<file path="src/rtl/assert_macros.svh">
// Assertion helpers for the RTL files; bsi_back includes them.
// BSI_ASSERT checks a condition at every clock edge out of reset.
// BSI_ASSERT_IMP checks an implication at every clock edge out of reset.
`ifndef ASSERT_MACROS_SVH
`define ASSERT_MACROS_SVH
`ifndef SYNTH
`define BSI_ASSERT(name, clk, rst_n, expr) \
    name: assert property (@(posedge clk) disable iff (!rst_n) (expr)) \
        else $error("assertion failed");
`define BSI_ASSERT_IMP(name, clk, rst_n, ante, cons) \
    name: assert property (@(posedge clk) disable iff (!rst_n) (ante) |-> (cons)) \
        else $error("assertion failed");
`else
`define BSI_ASSERT(name, clk, rst_n, expr)
`define BSI_ASSERT_IMP(name, clk, rst_n, ante, cons)
`endif
`endif

</file>
<file path="src/rtl/bsi_pkg.sv">
// ---------------------------------------------------------------------------
// bsi_pkg
// Types and constants of the brush stroke interpolator.
// ---------------------------------------------------------------------------
package bsi_pkg;

    // Event kinds
    localparam logic [2:0] REQ_PRESS   = 3'd0;
    localparam logic [2:0] REQ_RELEASE = 3'd1;
    localparam logic [2:0] REQ_MOVE    = 3'd2;
    localparam logic [2:0] REQ_CANCEL  = 3'd3;
    localparam logic [2:0] REQ_FINISH  = 3'd4;

    localparam int RADIUS_W = 12;
    localparam logic [RADIUS_W-1:0] RADIUS_RESET = 12'd80;

    // Widest internal coordinate carried between front and back
    localparam int CMD_CW = 32;

    typedef struct packed {
        logic [2:0]         req_type;
        logic               is_left_button;
        logic signed [15:0] pos_x;
        logic signed [15:0] pos_y;
    } in_item_t;

    typedef struct packed {
        logic               point_valid;
        logic signed [15:0] point_x;
        logic signed [15:0] point_y;
        logic               stroke_start;
        logic               stroke_delete;
        logic               handled;
        logic               last;
    } out_item_t;

    typedef enum logic {
        OP_SINGLE,
        OP_MOVE
    } cmd_op_t;

    // Classified work handed from the front to the back
    typedef struct packed {
        cmd_op_t                  op;
        logic                     point_valid;
        logic                     stroke_start;
        logic                     stroke_delete;
        logic                     handled;
        logic signed [CMD_CW-1:0] from_x;
        logic signed [CMD_CW-1:0] from_y;
        logic signed [CMD_CW:0]   dx;
        logic signed [CMD_CW:0]   dy;
    } cmd_t;

    typedef enum logic [2:0] {
        B_IDLE,
        B_SQX,
        B_SQY,
        B_CNT,
        B_DIV,
        B_PT
    } back_state_t;

endpackage

</file>
<file path="src/rtl/bsi_front.sv">
// ---------------------------------------------------------------------------
// bsi_front
// Accepts pointer events, tracks the drawing state and the last point, and
// turns each event into one command for the back end.
// ---------------------------------------------------------------------------
module bsi_front #(
    parameter int COORD_BITS = 16
) (
    input  logic             clk,
    input  logic             rst_n,
    input  logic             in_valid,
    output logic             in_ready,
    input  bsi_pkg::in_item_t in_data,
    output logic             push,
    output bsi_pkg::cmd_t    cmd,
    input  logic             full
);
    import bsi_pkg::*;

    localparam int CW = COORD_BITS;
    localparam int DW = COORD_BITS + 1;

    logic                 drawing_reg, drawing_next;
    logic signed [CW-1:0] last_x_reg, last_x_next;
    logic signed [CW-1:0] last_y_reg, last_y_next;
    logic signed [CW-1:0] px, py;
    logic signed [DW-1:0] dx, dy;

    assign in_ready = !full;
    assign push     = in_valid && !full;

    // Take the low coordinate bits as a signed value
    assign px = CW'(in_data.pos_x);
    assign py = CW'(in_data.pos_y);
    assign dx = DW'(px) - DW'(last_x_reg);
    assign dy = DW'(py) - DW'(last_y_reg);

    // Classify the event
    always_comb
    begin
        drawing_next      = drawing_reg;
        last_x_next       = last_x_reg;
        last_y_next       = last_y_reg;
        cmd               = '0;
        cmd.op            = OP_SINGLE;
        unique case (in_data.req_type) inside
            REQ_PRESS:
            begin
                if (in_data.is_left_button)
                begin
                    drawing_next     = 1'b1;
                    last_x_next      = px;
                    last_y_next      = py;
                    cmd.point_valid  = 1'b1;
                    cmd.stroke_start = 1'b1;
                    cmd.handled      = 1'b1;
                    cmd.from_x       = CMD_CW'(px);
                    cmd.from_y       = CMD_CW'(py);
                end
            end
            REQ_RELEASE:
            begin
                if (in_data.is_left_button)
                begin
                    drawing_next = 1'b0;
                    cmd.handled  = 1'b1;
                end
            end
            REQ_MOVE:
            begin
                if (drawing_reg)
                begin
                    cmd.handled = 1'b1;
                    last_x_next = px;
                    last_y_next = py;
                    if (dx == '0 && dy == '0)
                    begin
                        cmd.point_valid = 1'b1;
                        cmd.from_x      = CMD_CW'(px);
                        cmd.from_y      = CMD_CW'(py);
                    end
                    else
                    begin
                        cmd.op     = OP_MOVE;
                        cmd.from_x = CMD_CW'(last_x_reg);
                        cmd.from_y = CMD_CW'(last_y_reg);
                        cmd.dx     = (CMD_CW+1)'(dx);
                        cmd.dy     = (CMD_CW+1)'(dy);
                    end
                end
            end
            REQ_CANCEL, REQ_FINISH:
            begin
                drawing_next      = 1'b0;
                cmd.handled       = drawing_reg;
                cmd.stroke_delete = drawing_reg && (in_data.req_type == REQ_CANCEL);
            end
            default:
            begin
                cmd.handled = 1'b0;
            end
        endcase
    end

    // Update the stroke state on each accepted transaction
    always_ff @(posedge clk or negedge rst_n)
    begin
        if (!rst_n)
        begin
            drawing_reg <= 1'b0;
            last_x_reg  <= '0;
            last_y_reg  <= '0;
        end
        else if (push)
        begin
            drawing_reg <= drawing_next;
            last_x_reg  <= last_x_next;
            last_y_reg  <= last_y_next;
        end
    end

endmodule

</file>
<file path="src/rtl/bsi_queue.sv">
// ---------------------------------------------------------------------------
// bsi_queue
// Two-entry command queue between the front and the back end.
// ---------------------------------------------------------------------------
module bsi_queue (
    input  logic          clk,
    input  logic          rst_n,
    input  logic          push,
    input  bsi_pkg::cmd_t push_data,
    output logic          full,
    input  logic          pop,
    output logic          pop_valid,
    output bsi_pkg::cmd_t pop_data
);
    import bsi_pkg::*;

    cmd_t       mem [2];
    logic       wr_ptr_reg, rd_ptr_reg;
    logic [1:0] count_reg;

    assign full      = (count_reg == 2'd2);
    assign pop_valid = (count_reg != 2'd0);
    assign pop_data  = mem[rd_ptr_reg];

    // Store the entry
    always_ff @(posedge clk)
    begin
        if (push)
        begin
            mem[wr_ptr_reg] <= push_data;
        end
    end

    // Advance pointers and count
    always_ff @(posedge clk or negedge rst_n)
    begin
        if (!rst_n)
        begin
            wr_ptr_reg <= 1'b0;
            rd_ptr_reg <= 1'b0;
            count_reg  <= 2'd0;
        end
        else
        begin
            if (push)
            begin
                wr_ptr_reg <= !wr_ptr_reg;
            end
            if (pop)
            begin
                rd_ptr_reg <= !rd_ptr_reg;
            end
            if (push && !pop)
            begin
                count_reg <= count_reg + 2'd1;
            end
            else if (pop && !push)
            begin
                count_reg <= count_reg - 2'd1;
            end
        end
    end

endmodule

</file>
<file path="src/rtl/bsi_back.sv">
// ---------------------------------------------------------------------------
// bsi_back
// Carries out commands: emits single results, and for a move finds the step
// count, divides the deltas once and walks the stamp points.
// ---------------------------------------------------------------------------
`include "assert_macros.svh"
module bsi_back #(
    parameter int MAX_STEPS  = 64,
    parameter int COORD_BITS = 16
) (
    input  logic                             clk,
    input  logic                             rst_n,
    input  logic [bsi_pkg::RADIUS_W-1:0]     brush_radius,
    input  logic                             cmd_valid,
    input  bsi_pkg::cmd_t                    cmd,
    output logic                             pop,
    output logic                             out_valid,
    input  logic                             out_ready,
    output bsi_pkg::out_item_t               out_data
);
    import bsi_pkg::*;

    localparam int CW   = COORD_BITS;
    localparam int AW   = COORD_BITS + 1;
    localparam int SW   = $clog2(MAX_STEPS + 1);
    localparam int RW   = SW + 2;
    localparam int SPW  = RADIUS_W + 1;
    localparam int CSW  = SPW + SW;
    localparam int CSQW = 2 * CSW;
    localparam int D2W  = 2 * AW + 1;
    localparam int CMPW = (CSQW > D2W) ? CSQW : D2W;
    localparam int DCW  = $clog2(AW);

    back_state_t          state_reg, state_next;
    logic [AW-1:0]        ax_reg, ax_next, ay_reg, ay_next;
    logic                 negx_reg, negx_next, negy_reg, negy_next;
    logic signed [CW-1:0] fx_reg, fx_next, fy_reg, fy_next;
    logic [D2W-1:0]       d2_reg, d2_next;
    logic [SW-1:0]        s_reg, s_next, i_reg, i_next;
    logic [CSW-1:0]       c_reg, c_next;
    logic [AW-1:0]        numx_reg, numx_next, numy_reg, numy_next;
    logic [SW-1:0]        remx_reg, remx_next, remy_reg, remy_next;
    logic [DCW-1:0]       dcnt_reg, dcnt_next;
    logic [AW-1:0]        qx_reg, qx_next, qy_reg, qy_next;
    logic [RW-1:0]        rx_reg, rx_next, ry_reg, ry_next;
    logic                 out_valid_reg, out_valid_next;
    out_item_t            out_reg, out_next;

    logic signed [AW-1:0] dxw, dyw;
    logic [SPW-1:0]       sp;
    logic [CMPW-1:0]      csq;
    logic                 out_free;
    logic [SW:0]          tx, ty;
    logic                 gex, gey;
    logic [RW-1:0]        two_s, sx, sy;
    logic [AW-1:0]        qnx, qny;
    logic signed [AW:0]   ptx, pty;

    assign out_valid = out_valid_reg;
    assign out_data  = out_reg;
    assign out_free  = !out_valid_reg || out_ready;
    assign dxw       = AW'(cmd.dx);
    assign dyw       = AW'(cmd.dy);
    assign sp        = {brush_radius, 1'b0};
    assign csq       = CMPW'(c_reg) * CMPW'(c_reg);

    // Restoring divider step, one bit per lane
    assign tx  = {remx_reg, numx_reg[AW-1]};
    assign ty  = {remy_reg, numy_reg[AW-1]};
    assign gex = tx >= {1'b0, s_reg};
    assign gey = ty >= {1'b0, s_reg};

    // Running quotient and remainder of (2*a*i + s) / (2*s)
    always_comb
    begin
        two_s = RW'({s_reg, 1'b0});
        sx    = rx_reg + RW'({remx_reg, 1'b0});
        sy    = ry_reg + RW'({remy_reg, 1'b0});
        qnx   = qx_reg + numx_reg;
        qny   = qy_reg + numy_reg;
        if (sx >= two_s)
        begin
            sx  = sx - two_s;
            qnx = qnx + AW'(1);
        end
        if (sy >= two_s)
        begin
            sy  = sy - two_s;
            qny = qny + AW'(1);
        end
        ptx = (AW+1)'(fx_reg) + (negx_reg ? -$signed({1'b0, qnx}) : $signed({1'b0, qnx}));
        pty = (AW+1)'(fy_reg) + (negy_reg ? -$signed({1'b0, qny}) : $signed({1'b0, qny}));
    end

    // Sequence the command
    always_comb
    begin
        state_next     = state_reg;
        ax_next        = ax_reg;
        ay_next        = ay_reg;
        negx_next      = negx_reg;
        negy_next      = negy_reg;
        fx_next        = fx_reg;
        fy_next        = fy_reg;
        d2_next        = d2_reg;
        s_next         = s_reg;
        i_next         = i_reg;
        c_next         = c_reg;
        numx_next      = numx_reg;
        numy_next      = numy_reg;
        remx_next      = remx_reg;
        remy_next      = remy_reg;
        dcnt_next      = dcnt_reg;
        qx_next        = qx_reg;
        qy_next        = qy_reg;
        rx_next        = rx_reg;
        ry_next        = ry_reg;
        out_next       = out_reg;
        out_valid_next = out_valid_reg && !out_ready;
        pop            = 1'b0;
        unique case (state_reg)
            B_IDLE:
            begin
                if (cmd_valid)
                begin
                    if (cmd.op == OP_SINGLE)
                    begin
                        if (out_free)
                        begin
                            pop                    = 1'b1;
                            out_valid_next         = 1'b1;
                            out_next.point_valid   = cmd.point_valid;
                            out_next.point_x       = 16'(cmd.from_x);
                            out_next.point_y       = 16'(cmd.from_y);
                            out_next.stroke_start  = cmd.stroke_start;
                            out_next.stroke_delete = cmd.stroke_delete;
                            out_next.handled       = cmd.handled;
                            out_next.last          = 1'b1;
                        end
                    end
                    else
                    begin
                        pop        = 1'b1;
                        negx_next  = dxw[AW-1];
                        negy_next  = dyw[AW-1];
                        ax_next    = dxw[AW-1] ? AW'(-dxw) : AW'(dxw);
                        ay_next    = dyw[AW-1] ? AW'(-dyw) : AW'(dyw);
                        fx_next    = CW'(cmd.from_x);
                        fy_next    = CW'(cmd.from_y);
                        state_next = B_SQX;
                    end
                end
            end
            B_SQX:
            begin
                d2_next    = D2W'(ax_reg) * D2W'(ax_reg);
                state_next = B_SQY;
            end
            B_SQY:
            begin
                d2_next    = d2_reg + D2W'(ay_reg) * D2W'(ay_reg);
                s_next     = SW'(1);
                c_next     = CSW'(sp);
                state_next = B_CNT;
            end
            B_CNT:
            begin
                if (s_reg == SW'(MAX_STEPS) || csq >= CMPW'(d2_reg))
                begin
                    numx_next  = ax_reg;
                    numy_next  = ay_reg;
                    remx_next  = '0;
                    remy_next  = '0;
                    dcnt_next  = '0;
                    state_next = B_DIV;
                end
                else
                begin
                    s_next = s_reg + SW'(1);
                    c_next = c_reg + CSW'(sp);
                end
            end
            B_DIV:
            begin
                remx_next = gex ? SW'(tx - {1'b0, s_reg}) : SW'(tx);
                remy_next = gey ? SW'(ty - {1'b0, s_reg}) : SW'(ty);
                numx_next = {numx_reg[AW-2:0], gex};
                numy_next = {numy_reg[AW-2:0], gey};
                dcnt_next = dcnt_reg + DCW'(1);
                if (dcnt_reg == DCW'(AW - 1))
                begin
                    qx_next    = '0;
                    qy_next    = '0;
                    rx_next    = RW'(s_reg);
                    ry_next    = RW'(s_reg);
                    i_next     = SW'(1);
                    state_next = B_PT;
                end
            end
            B_PT:
            begin
                if (out_free)
                begin
                    out_valid_next         = 1'b1;
                    out_next.point_valid   = 1'b1;
                    out_next.point_x       = 16'(ptx);
                    out_next.point_y       = 16'(pty);
                    out_next.stroke_start  = 1'b0;
                    out_next.stroke_delete = 1'b0;
                    out_next.handled       = 1'b1;
                    out_next.last          = (i_reg == s_reg);
                    qx_next                = qnx;
                    qy_next                = qny;
                    rx_next                = sx;
                    ry_next                = sy;
                    i_next                 = i_reg + SW'(1);
                    if (i_reg == s_reg)
                    begin
                        state_next = B_IDLE;
                    end
                end
            end
            default:
            begin
                state_next = B_IDLE;
            end
        endcase
    end

    // Hold control state
    always_ff @(posedge clk or negedge rst_n)
    begin
        if (!rst_n)
        begin
            state_reg     <= B_IDLE;
            out_valid_reg <= 1'b0;
        end
        else
        begin
            state_reg     <= state_next;
            out_valid_reg <= out_valid_next;
        end
    end

    // Hold datapath registers
    always_ff @(posedge clk)
    begin
        ax_reg   <= ax_next;
        ay_reg   <= ay_next;
        negx_reg <= negx_next;
        negy_reg <= negy_next;
        fx_reg   <= fx_next;
        fy_reg   <= fy_next;
        d2_reg   <= d2_next;
        s_reg    <= s_next;
        i_reg    <= i_next;
        c_reg    <= c_next;
        numx_reg <= numx_next;
        numy_reg <= numy_next;
        remx_reg <= remx_next;
        remy_reg <= remy_next;
        dcnt_reg <= dcnt_next;
        qx_reg   <= qx_next;
        qy_reg   <= qy_next;
        rx_reg   <= rx_next;
        ry_reg   <= ry_next;
        out_reg  <= out_next;
    end

    `BSI_ASSERT_IMP(a_pt_index, clk, rst_n, state_reg == B_PT, i_reg != '0 && i_reg <= s_reg)
    `BSI_ASSERT_IMP(a_pt_rem, clk, rst_n, state_reg == B_PT, remx_reg < s_reg && remy_reg < s_reg)
    `BSI_ASSERT_IMP(a_pt_end, clk, rst_n, state_reg == B_PT && out_free && i_reg == s_reg, ##1 state_reg == B_IDLE && out_valid_reg && out_reg.last)

endmodule

</file>
<file path="src/rtl/brush_stroke_interpolator.sv">
// ---------------------------------------------------------------------------
// brush_stroke_interpolator
// Pointer events in, brush stamp points out.
// ---------------------------------------------------------------------------
// Every event gives one result, except a move while drawing to a new
// position, which gives s = min(MAX_STEPS, ceil(length / (2 * brush_radius)))
// points. Such a move first finds the step count (one square compare per
// candidate), then runs the bit-serial division of both deltas, then gives
// one point per cycle while the output is taken. A two-entry queue lets the
// next events be accepted while a move is still being walked.
module brush_stroke_interpolator #(
    parameter int MAX_STEPS  = 64,
    parameter int COORD_BITS = 16
) (
    input  logic                          clk,
    input  logic                          rst_n,
    input  logic                          cfg_valid,
    output logic                          cfg_ready,
    input  logic [bsi_pkg::RADIUS_W-1:0]  cfg_data,
    input  logic                          in_valid,
    output logic                          in_ready,
    input  bsi_pkg::in_item_t             in_data,
    output logic                          out_valid,
    input  logic                          out_ready,
    output bsi_pkg::out_item_t            out_data
);
    import bsi_pkg::*;

    logic [RADIUS_W-1:0] radius_reg;
    logic                push, full, pop, cmd_valid;
    cmd_t                push_cmd, cmd;

    assign cfg_ready = 1'b1;

    // Hold the brush radius
    always_ff @(posedge clk or negedge rst_n)
    begin
        if (!rst_n)
        begin
            radius_reg <= RADIUS_RESET;
        end
        else if (cfg_valid)
        begin
            radius_reg <= cfg_data;
        end
    end

    bsi_front #(
        .COORD_BITS (COORD_BITS)
    ) u_front (
        .clk      (clk),
        .rst_n    (rst_n),
        .in_valid (in_valid),
        .in_ready (in_ready),
        .in_data  (in_data),
        .push     (push),
        .cmd      (push_cmd),
        .full     (full)
    );

    bsi_queue u_queue (
        .clk       (clk),
        .rst_n     (rst_n),
        .push      (push),
        .push_data (push_cmd),
        .full      (full),
        .pop       (pop),
        .pop_valid (cmd_valid),
        .pop_data  (cmd)
    );

    bsi_back #(
        .MAX_STEPS  (MAX_STEPS),
        .COORD_BITS (COORD_BITS)
    ) u_back (
        .clk          (clk),
        .rst_n        (rst_n),
        .brush_radius (radius_reg),
        .cmd_valid    (cmd_valid),
        .cmd          (cmd),
        .pop          (pop),
        .out_valid    (out_valid),
        .out_ready    (out_ready),
        .out_data     (out_data)
    );

endmodule
</file>
<file path="config.mk">
export PLATFORM = sky130hd
export DESIGN_NAME = brush_stroke_interpolator
export DESIGN_NICKNAME = d
export VERILOG_FILES = /design/src/rtl/bsi_pkg.sv /design/src/rtl/bsi_front.sv /design/src/rtl/bsi_queue.sv /design/src/rtl/bsi_back.sv /design/src/rtl/brush_stroke_interpolator.sv
export VERILOG_INCLUDE_DIRS = /design/src /design/src/rtl
export SDC_FILE = /design/constraint.sdc
export NUM_CORES = 2
export LEC_CHECK = 0
export ABC_CLOCK_PERIOD_IN_PS = 15800
export BUFFER_PORTS_ARGS = -buffer_cell sky130_fd_sc_hd__buf_4
export CELL_PAD_IN_SITES_DETAIL_PLACEMENT = 0
export CELL_PAD_IN_SITES_GLOBAL_PLACEMENT = 2
export CORE_MARGIN = 2
export CORE_UTILIZATION = 48
export CTS_CLUSTER_SIZE = 25
export DETAILED_ROUTE_END_ITERATION = 10
export GPL_ROUTABILITY_DRIVEN = 0
export PLACE_DENSITY = 0.85
export REMOVE_ABC_BUFFERS = 1
export SETUP_SLACK_MARGIN = 0.3
export SYNTH_ARGS = -nofsm -noshare
export SYNTH_HDL_FRONTEND = slang
export SYNTH_HIERARCHICAL = 1
export SYNTH_SLANG_ARGS = --single-unit
</file>
<file path="constraint.sdc">
create_clock -name clk -period 15.8 [get_ports clk]
set_input_delay 1.58 -clock clk [delete_from_list [all_inputs] [get_ports clk]]
set_output_delay 1.58 -clock clk [all_outputs]
set_load 0.005 [all_outputs]
</file>
**Word level (Yosys, flattened, before mapping)**

Memories as Yosys holds them, arrays and structs flattened.
Index checks and enable logic that the tools add are counted.

- Bits in registers: 332
- Bits in writable memories: 270
- Bits of input ports: 53
- Output and inout port bits: 40
- Word-level logic and storage cells: 219
- Memories: 1

- $add $sub $neg: 25
- Multipliers: 3
- Magnitude comparators: 5
- Equality and inequality tests: 25
- Multiplexer cells: 86
- Reduce and logical (&&, ||, !) cells: 37

Memories:

| name | words | width | read ports | clocked after Yosys merged registers in | write ports | RTL line | text |
|---|---|---|---|---|---|---|---|
| u_queue.mem | 2 | 135 | 1 | 0 | 1 | bsi_queue.sv:17 | `cmd_t mem [2];` |

Operators with widths:

| kind | count |
|---|---|
| $mux 37 | 4 |
| $pmux 17 s2 | 4 |
| $mux 66 | 2 |
| $mux 131 | 1 |
| $mux 16 | 8 |
| $pmux 64 s2 | 1 |
| $mux 17 | 7 |
| $pmux 37 s2 | 1 |
| $pmux 35 s2 | 1 |
| $mul 17x17->34 | 2 |
| $mux 65 | 1 |
| $mux 64 | 1 |
| $pmux 16 s2 | 2 |
| $pmux 7 s2 | 4 |
| $mux 9 | 5 |
| $mux 7 | 6 |
| $ge 40x35->1 | 1 |
| $mul 20x20->40 | 1 |
| $pmux 20 s2 | 1 |
| $pmux 9 s2 | 2 |
| $add 35x34->35 | 1 |
| $add 17x1->17 const B | 2 |
| $add 17x17->17 | 2 |
| $logic_not 17->1 | 2 |
| other kinds (45) | 119 |

**Logic depth before layout (Yosys ltp)**

- Word-level depth: 9
- Depth in mapped cells: 37
- Mapped depth without buffers: 36

**Cells and area by module**

Netlist, hierarchy kept.

Modules (own cells, without submodules):

| module | times used | cells each | area each (um^2) | sequential area each (um^2) |
|---|---|---|---|---|
| bsi_back | 1 | 4895 | 46235.6 | 8358.0 |
| bsi_queue | 1 | 436 | 10079.7 | 8207.9 |
| bsi_front | 1 | 623 | 4889.7 | 825.8 |
| brush_stroke_interpolator | 1 | 27 | 498.0 | 302.8 |

**Worst setup path before layout**

OpenSTA, ideal clock, no wires.

- Path type: reg2reg
- From: register u_back.c_reg[13]
- To: register u_back.dcnt_reg[0], enable pin
- Library setup time: 0.481 ns
- Data arrival time: 10.339 ns
- Required time: 15.319 ns
- Slack: 4.979 ns
- Cell stages (with the launch flop): 36
- Path buffers: 2
- Clock period less this slack: 10.821 ns
- Cell sequence: edfxtp_1 -> clkbuf_1 -> clkbuf_1 -> nand2_1 -> fa_1 -> inv_1 -> fa_1 -> inv_1 -> fa_1 -> inv_1 -> fa_1 -> fa_1 -> fa_1 -> ha_1 -> ha_1 -> nand2_1 -> o21ai_0 -> a21o_1 -> a2111o_1 -> o221a_2 -> a311o_1 -> nand2_1 -> nand2_1 -> o21a_1 -> nor2_1 -> xnor2_1 -> ha_1 -> nand3_1 -> nor3_1 -> a2111oi_0 -> o21ai_0 -> o221ai_1 -> o21ai_0 -> or4b_1 -> nor3_1 -> a21oi_1

- Longest elaborated chain between the ends: 5

Ends and longest elaborated chain:

| item | RTL line | text |
|---|---|---|
| from (decl) | bsi_back.sv:40 | `logic [CSW-1:0] c_reg, c_next;` |
| from (signal assigned) | bsi_back.sv:257 | `c_reg <= c_next;` |
| $mul 20x20->40 | bsi_back.sv:65 | `assign csq = CMPW'(c_reg) * CMPW'(c_reg);` |
| $ge 40x35->1 | bsi_back.sv:168 | `if (s_reg == SW'(MAX_STEPS) \|\| csq >= CMPW'(d2_reg))` |
| $logic_or 1x1->1 | bsi_back.sv:168 |  |
| $ne 2x1->1 (no line) | n/a |  |
| $reduce_and 2->1 (no line) | n/a |  |
| to (signal assigned) | bsi_back.sv:262 | `dcnt_reg <= dcnt_next;` |
| to (decl) | bsi_back.sv:43 | `logic [DCW-1:0] dcnt_reg, dcnt_next;` |

No other way between the ends.
A chain may end at the register's enable or synchronous reset.

**Worst setup path in the final report**

- From: register u_back.c_reg[14]
- To: register u_back.c_reg[4], enable pin

- Longest elaborated chain between the ends: 5

Ends and longest elaborated chain:

| item | RTL line |
|---|---|
| $mul 20x20->40 | bsi_back.sv:65 |
| $ge 40x35->1 | bsi_back.sv:168 |
| $logic_or 1x1->1 | bsi_back.sv:168 |
| $ne 2x2->1 (no line) | n/a |
| $reduce_and 2->1 (no line) | n/a |

No other way between the ends.

==> metrics.md <==
| Metric | Value |
|---|---|
| Vias per cell | approximately 5.4 |
| Setup_tns | 0 ns |
| Root Buffer | clkbuf_16 |
| Crit path launch type | flip-flop |
| Core area | 0.117 mm^2 |
| Final #Nets | slightly above 7,000 |
| Worst Skew | between 0.06 and 0.07 ns |
| H-Tree Depth | 2 |
| CTS tree | done |
| Relative max-transition margin | between 20% and 30% |
| Hold WC Path Type | reg2reg |
| Fillers | 10,692 |
| DR WL/cell | 19.1 um |
| Worst hold stages | 1 |
| WP data arrival | 11.61 ns |
| Post-CTS Resized | 0 |
| Tcrit/Tclk final | 71.8% |
| Ports | just over 90 |
| Met3 usage | around 2.5% |
| Routed wire length | about 140,000 um |
| Synthesized cell area | between 0.05 and 0.06 mm^2 |
| Largest net degree at the start of global routing | 80 |
| Chip height | 347 um |
| Seq. cell area | 0.0139 mm^2 |
| Worst stage delay on the critical path | 0.74 ns |
| RSZ-0062 raised after global routing | no |
| Layout cell share with drive strength beyond 1 | a little under 8% |
| Critical path class | reg2reg |
| Num rows | 125 |
| Setup Viol. Count Final | 0 |
| DP Wirelength | 111,000 um |
| Initial antenna violation count | 1 |
| Vias | just under 40,000 |
| Max-slew violation count | 0 |
| CTS Buf Count | 57 |
| Max_cap viols | 0 |
| Slowest CP cell | edfxtp_1 |
| Worst-path clk slew | 0.06 ns |
| Clock Latency Late Sink | approximately 0.7 ns |
| Met2 GRT Util | 39.9% |
| First-pass GRT wire length | 226,000 um |
| Post-DRT Antenna Nets | 0 |
| Drt pass-1 iters | 7 |
| Hold Fails Final Rpt | 0 |
| DRT iter0 DRCs | ~2,100 |
| Max frequency | 88.1 MHz |
| Post-CTS setup buffer count | 0 |
| Die Area | 0.121 mm^2 |
| GRT met1 Usage | around 33% |
| Initial core utilization | between 40 and 50% |
| Mapped Cells | 5,723 |
| Area of the multi-input gates | 0.0381 mm^2 |
| Tot GR Track Use | about a quarter |
| Outcome | completed |
| Hold buffer count at cts | 0 |
| Final Critical Period | around 11 ns |
| GR peak layer | met2 |
| CTS sink count | 470 |
| IO buf count | 91 |
| Actual slew at the worst max-slew pin | around 1.2 ns |
| Die boundary width | 347 um |
| Post-route DRC | 0 |
| Vias in the first global route | between 40,000 and 50,000 |
| Cell mode on critical path | fa_1 |
| Area grow syn2layout | 7.65% |
| Ys Warns | 6 |
| Grt ovf | 0 |
| Mapped Avg Cell Area | roughly 10 um^2 |
| Critical Path End Type | flip-flop |
| Peak fanout along the critical path | 26 |
| Max FFs per register | 142 |
| Worst reg2reg path depth | 36 |
| CP required | ~16 ns |
| Clk buf depth | 3 |
## final timing paths
path / to / slack [ns] / from
worst max-delay path: u_back/c_reg[4] / 4.45 / u_back/c_reg[14]
worst min-delay path: u_queue/count_reg[1] / 0.49 / u_queue/count_reg[1]
worst max register to register: u_back/c_reg[4] / 4.45 / u_back/c_reg[14]
worst min register to register: u_queue/count_reg[1] / 0.49 / u_queue/count_reg[1]
max in group asynchronous: u_queue/rd_ptr_reg / 13.95 / rst_n
min in group asynchronous: radius_reg[0] / 0.77 / rst_n
## cell usage in the layout (no fill, tap or decap), types with 44 or more instances in the layout
| cell | count |
|---|---|
| and2_1 | 180 |
| nor3_1 | 56 |
| nand3_1 | 63 |
| inv_1 | 1053 |
| o211ai_1 | 44 |
| edfxtp_1 | 417 |
| o21ai_0 | 208 |
| nand2_1 | 568 |
| nand4_1 | 50 |
| clkbuf_16 | 57 |
| mux2_2 | 88 |
| a21oi_1 | 213 |
| fa_1 | 681 |
| buf_4 | 134 |
| xnor2_1 | 197 |
| a21o_1 | 102 |
| dfrtp_1 | 50 |
| xor2_1 | 108 |
| nor2_1 | 278 |
| ha_1 | 565 |
## critical path, delay by kind of cell, from the launching register on
kind            cells  cell delay [ns]
fa+ha+maj           9             3.94
flops               1             0.74
compound gates     10             2.80
xor+xnor            1             0.14
simple gates       10             2.16
buf+inv             6             1.15
## cell type report
| cell class | count | share of cell area [%] |
|---|---|---|
| well taps | 1524 | 3.13 |
| diodes | 3 | 0.0123 |
| multi-input cells | 4025 | 62.5 |
| inverters | 1058 | 6.52 |
| repair buffers | 134 | 1.65 |
| clock inverters | 46 | 1.03 |
| clock buffers | 61 | 2.40 |
| flip-flops and latches | 470 | 22.7 |
## metrics by stage
stage	hold slack, ns	std cells	area, um^2	worst slack [ns]	util (%)
final	0.491	7321	60900	4.45	52.3
after global routing	0.514	7318	60900	3.60	52.3
after CTS	0.480	7318	60900	4.45	52.3
after detailed placement	0.470	7211	58800	4.48	50.5
after global placement	0.471	7211	58800	4.72	50.5
after floorplan	0.447	5553	55800	4.93	-
## metal layers
layer,wire length [um],up-vias
met5,0,-
met4,3130,0
met3,5560,135
met2,66700,668
met1,64200,19700
li1,-,18956
Power is left out: the tool's default activity adds up to more than one toggle a clock period on the data nets, which glitch-free logic cannot reach.
